[src/iqlms_pkg.sv]
package iqlms_pkg;

   localparam int GAIN_SHIFT = 16;
   localparam int TONE_GAIN  = 52429;

   localparam longint SIN_A1 = 64'sd1686629713;
   localparam longint SIN_A3 = 64'sd693598668;
   localparam longint SIN_A5 = 64'sd85569307;
   localparam longint SIN_A7 = 64'sd5026994;
   localparam longint SIN_A9 = 64'sd172272;

   localparam logic [3:0] CSR_MODE       = 4'd0;
   localparam logic [3:0] CSR_PHASE_STEP = 4'd1;
   localparam logic [3:0] CSR_ALPHA      = 4'd2;
   localparam logic [3:0] CSR_BETA       = 4'd3;

   localparam logic [1:0] SH_NONE   = 2'd0;
   localparam logic [1:0] SH_SAMPLE = 2'd1;
   localparam logic [1:0] SH_GAIN   = 2'd2;
   localparam logic [1:0] SH_COEF   = 2'd3;

   typedef struct packed {
      logic       chain;
      logic       sub;
      logic [1:0] shift;
   } iqlms_mac_ctrl_type;

   typedef struct packed {
      logic busy;
      logic done;
   } iqlms_div_stat_type;

   function automatic longint rshr(input longint v, input int n);
      if (n <= 0) return v;
      return (v + (64'sd1 <<< (n - 1))) >>> n;
   endfunction

   function automatic longint sat(input longint v, input int bits);
      longint hi;
      longint lo;
      hi = (64'sd1 <<< (bits - 1)) - 64'sd1;
      lo = -hi - 64'sd1;
      if (v > hi) return hi;
      if (v < lo) return lo;
      return v;
   endfunction

   // quarter-wave odd polynomial in Q30, full turn = 2^32
   function automatic longint sine_value(input longint turn, input int sw);
      longint quad;
      longint t;
      longint t2;
      longint p;
      longint s;
      quad = (turn >>> 30) & 64'sd3;
      t = turn & 64'sh3FFF_FFFF;
      if (quad[0]) t = (64'sd1 <<< 30) - t;
      t2 = rshr(t * t, 30);
      p = SIN_A9;
      p = rshr(p * t2, 30) - SIN_A7;
      p = rshr(p * t2, 30) + SIN_A5;
      p = rshr(p * t2, 30) - SIN_A3;
      p = rshr(p * t2, 30) + SIN_A1;
      s = rshr(p * t, 30);
      s = sat(rshr(s, 30 - (sw - 1)), sw);
      return quad[1] ? -s : s;
   endfunction

endpackage

[src/iqlms_divider.sv]
module iqlms_divider import iqlms_pkg::*; #(
   parameter int CW = 24
) (
   input  logic                  clock,
   input  logic                  reset,
   input  logic                  start,
   input  logic [CW-1:0]         dividend,
   input  logic [2*CW-1:0]       divisor,
   output logic [CW-2:0]         quotient,
   output iqlms_div_stat_type    stat
);

   localparam int N    = 3 * CW - 4;
   localparam int DW   = 2 * CW;
   localparam int CNTW = $clog2(N + 1);

   logic            busy_ff;
   logic [CNTW-1:0] cnt_ff;
   logic [DW:0]     rem_ff;
   logic [CW-1:0]   num_ff;
   logic [CW-1:0]   q_ff;
   logic            ovf_ff;
   logic [DW:0]     trial;
   logic            ge;

   always_comb begin
      trial = {rem_ff[DW-1:0], num_ff[CW-1]};
      ge    = trial >= {1'b0, divisor};
   end

   always_ff @(posedge clock) begin
      if (reset) begin
         busy_ff <= 1'b0;
         cnt_ff  <= '0;
      end else if (start) begin
         busy_ff <= 1'b1;
         cnt_ff  <= CNTW'(N);
      end else if (busy_ff) begin
         if (cnt_ff == '0) begin
            busy_ff <= 1'b0;
         end else begin
            cnt_ff <= cnt_ff - 1'b1;
         end
      end
   end

   always_ff @(posedge clock) begin
      if (start) begin
         rem_ff <= '0;
         num_ff <= dividend;
         q_ff   <= '0;
         ovf_ff <= 1'b0;
      end else if (busy_ff && cnt_ff != '0) begin
         rem_ff <= ge ? trial - {1'b0, divisor} : trial;
         num_ff <= num_ff << 1;
         q_ff   <= {q_ff[CW-2:0], ge};
         ovf_ff <= ovf_ff | q_ff[CW-1];
      end
   end

   assign quotient  = (ovf_ff | q_ff[CW-1]) ? '1 : q_ff[CW-2:0];
   assign stat.busy = busy_ff;
   assign stat.done = busy_ff && cnt_ff == '0;

endmodule

[config.mk]
export PLATFORM = sky130hd
export DESIGN_NAME = iqlms_divider
export DESIGN_NICKNAME = d
export VERILOG_FILES = /design/src/iqlms_pkg.sv /design/src/iqlms_divider.sv
export SDC_FILE = /design/constraint.sdc
export NUM_CORES = 1
export LEC_CHECK = 0
export ABC_AREA = 1
export BUFFER_PORTS_ARGS = -buffer_cell sky130_fd_sc_hd__buf_2
export CAP_MARGIN = 10
export CORE_ASPECT_RATIO = 0.75
export CORE_MARGIN = 10
export CORE_UTILIZATION = 50
export DETAILED_ROUTE_END_ITERATION = 12
export PLACE_DENSITY = 0.72
export SLEW_MARGIN = 20
export SYNTH_ARGS = -nofsm -noshare
export SYNTH_HDL_FRONTEND = slang
export SYNTH_SLANG_ARGS = --single-unit
[constraint.sdc]
create_clock -name clock -period 3.9 [get_ports clock]
set_input_delay 0.195 -clock clock [delete_from_list [all_inputs] [get_ports clock]]
set_output_delay 0.195 -clock clock [all_outputs]
set_load 0.05 [all_outputs]
==> flow_summary.yaml <==
status:
  status: "finished, final reports clean"
placed_design:
  dp_hpwl_um: 20200
  placed_cells: 1745
  io_buffers: 99
  gp_congestion: 0.972
  place_area_mm2: 0.00931
layout:
  stdcell_count: 1761
  design_area_mm2: 0.00961
  area_growth_syn_to_layout_pct: 10.8
  fin_util_pct: 56.8
  layout_commonest_cell: "nand2_1"
  layout.nets: 1667
  diodes: 0
  final_cell_mix: "nand2_1 (564), inv_1 (281), nor2_1 (121), buf_2 (99), dfxtp_1 (81)"
  layout-drive-gt1-share_pct: 10.8
setup_path:
  required_ps: 4110
  timing.rr.start: "rem_ff[23]$_SDFFE_PP0P_"
  path_class: "reg -> reg"
  r2r_cells: 16
  worst_ep_arrival_time_ps: 3210
  cp-end-kind: "flip-flop"
  ff2ff_setup_slack_ps: 900
  start_kind: "flip-flop"
  cp_max_fo: 32
  reg2reg_to: "rem_ff[29]$_SDFFE_PP0P_"
worst_hold_path:
  min-delay-start: "reset"
  min_path_type: "in -> reg"
  min_to: "cnt_ff[2]$_SDFFE_PP0P_"
  hold_depth: 2
timing:
  max_slew_margin_pct: 32.2
  period_share_pct: 76.9
  worst_pin_slew_ps: 1010
  setup_viol: 0
  finalMaxSlewViolations: 0
  period_minus_slack_ps: 3000
  fmax_ghz: 0.334
  tns_ps: 0
  fin_skew_ps: 12.5
  hold_violations: 0
  rsz0062_at_grt: "false"
synth:
  synth-seq-cells: 105
  seq_area_frac_synth_pct: 27.0
  yosys_warnings: 0
  netlist_instances: 1460
  netlist_area_mm2: 0.00868
  synth_cell_types: 43
  syn_area_per_cell_um2: 5.95
  syn_nets: 1586
grt:
  grt_usage_pct: 22.2
  grt_pass1_vias: 8129
  grt_overflow: 0
  grt_max_degree: 56
  antenna_found_initial: 1
  grt_pass1_wl_um: 41300
routing:
  first_pass_iters: 5
  wirelength_um: 25500
  ant_nets: 0
  wl_per_cell_um: 14.5
  via_per_inst: 5.04
  dr.first_iter.drc_count: 845
  dr_total_vias: 8879
  drc: 0
cts:
  clk_pin_slew_worst_paths_ps: 80
  post-cts-setup-buffer-count: 0
  ctsRootBufferMaster: "clkbuf_16"
  cts.sinks: 105
  numCtsBuffers: 9
  htree_levels: 3
  tritoncts: "yes"
  cts_hold_buf: 0
  worstSkewPairLatency_ps: 370
  clockBufferDepth: 2
  post_cts_resized: 0
power_and_ir_drop:
  power.switching_uw: 739
  combPwrFrac_pct: 14.0
  vdd_drop_max_v: 0.000218
  seqPwrFrac_pct: 47.3
  p_int_mw: 1.72
  clkPwrFrac_pct: 38.8
  power_density_mw_per_mm2: 256
  switching_share_pct: 30.0
  power_mw: 2.46
  power.leakage_nw: 5.49
floorplanning:
  pin_count: 100
  dieArea_mm2: 0.0231
  rows: 41
  initial_core_util_pct: 51.3
  core_mm2: 0.0169
  die_x_um: 172
  fp.dieH_um: 134
run:
  max_cap_violations: 0
==> critical path, stage by stage, from the launching register on <==
cell     delay (ps)
dfxtp_1         430
ha_1            340
nand2_1          90
inv_1            90
nand2_1         130
nor2_1           80
nand2_1          60
nor2_1           40
nand2_1         100
nand3_1          90
nor2_2          450
nand2_2         250
buf_4           310
inv_2           150
nand2_1          70
nand3_1          80
o21ai_0          90
==> metal layers <==
metal | vias up | GRT usage (%) | share of wire, % | routed length (um)
met5 | - | 0 | 0.051 | 13
met4 | 2 | 4.59 | 1.0 | 263
met3 | 25 | 5.63 | 9.4 | 2410
met2 | 325 | 31.1 | 40 | 10100
met1 | 3891 | 33.0 | 50 | 12700
li1 | 4636 | - | - | -
==> state kept, by name (all words and copies together), names as in the netlist <==
name	flops
busy_ff	1
rem_ff	48
cnt_ff	7
ovf_ff	1
num_ff	24
q_ff	24
==> cells in the mapped netlist, drive strengths merged <==
cell type	number	area, um2
nand2	572	2180
inv	296	1110
nor2	131	517
dfxtp	81	1620
nand3	63	325
ha	50	626
a21oi	47	239
o21ai	27	135
edfxtp	24	721
xnor2	24	210
o22ai	23	144
o211ai	21	198
nand4	20	125
clkbuf	18	67.6
buf	16	123
nor3	12	60.1
o21bai	8	60.1
xor2	6	52.6
nand3b	5	50.1
or2	4	25.0
a31oi	2	12.5
and2	2	12.5
clkinv	2	7.51
a211oi	1	7.51
a21boi	1	7.51
and3	1	6.26
fa	1	20.0
nor3b	1	12.5
o21a	1	7.51
==> area by class of cell <==
cell class / instances / area (um2)
Timing Repair Buffer: 104 / 546
Fill cell: 1758 / 7310
Multi-Input combinational cell: 1023 / 5030
Clock buffer: 9 / 225
Clock inverter: 7 / 83.8
Tap cell: 215 / 269
Sequential cell: 105 / 2340
Inverter: 298 / 1120
==> power groups by stage <==
| stage | logic (mW) | registers, mW | clock network, mW |
|---|---|---|---|
| after floorplan | 0.233 | 1.19 | 0 |
| final | 0.343 | 1.16 | 0.954 |
| after global routing | 0.387 | 1.17 | 1.01 |
| after detailed placement | 0.340 | 1.19 | 0 |
| after CTS | 0.343 | 1.16 | 0.975 |
| after global placement | 0.336 | 1.19 | 0 |
==> how the worst max path moves through the flow <==
stage                            startpoint                       to  depth (start not counted)
floorplan            cnt_ff[0]$_SDFFE_PP0P_  num_ff[0]$_SDFFCE_PN0P_                          8
global placement    rem_ff[23]$_SDFFE_PP0P_  rem_ff[28]$_SDFFE_PP0P_                         16
detailed placement  rem_ff[23]$_SDFFE_PP0P_  rem_ff[29]$_SDFFE_PP0P_                         16
CTS                 rem_ff[23]$_SDFFE_PP0P_  rem_ff[29]$_SDFFE_PP0P_                         16
global route        rem_ff[23]$_SDFFE_PP0P_  rem_ff[28]$_SDFFE_PP0P_                         16
finish              rem_ff[23]$_SDFFE_PP0P_  rem_ff[29]$_SDFFE_PP0P_                         16
==> kinds of logic after synthesis <==
family | share of synthesized area [%]
adders and majority gates | 7.44
xor gates and xnor gates | 3.03
DFF | 27.0
AOI/OAI and AO/OA | 9.34
and+or+nand+nor | 38.1
buffers and inverters | 15.1
==> stage by stage <==
step                      hold slack [ps]  worst slack, ps
after CTS                            18.9              977
final                                28.7              902
after floorplan                       264             1570
after global routing                 18.4              678
after detailed placement              409             1020
after global placement                404             1090
Power figures use the tool's default switching activity.
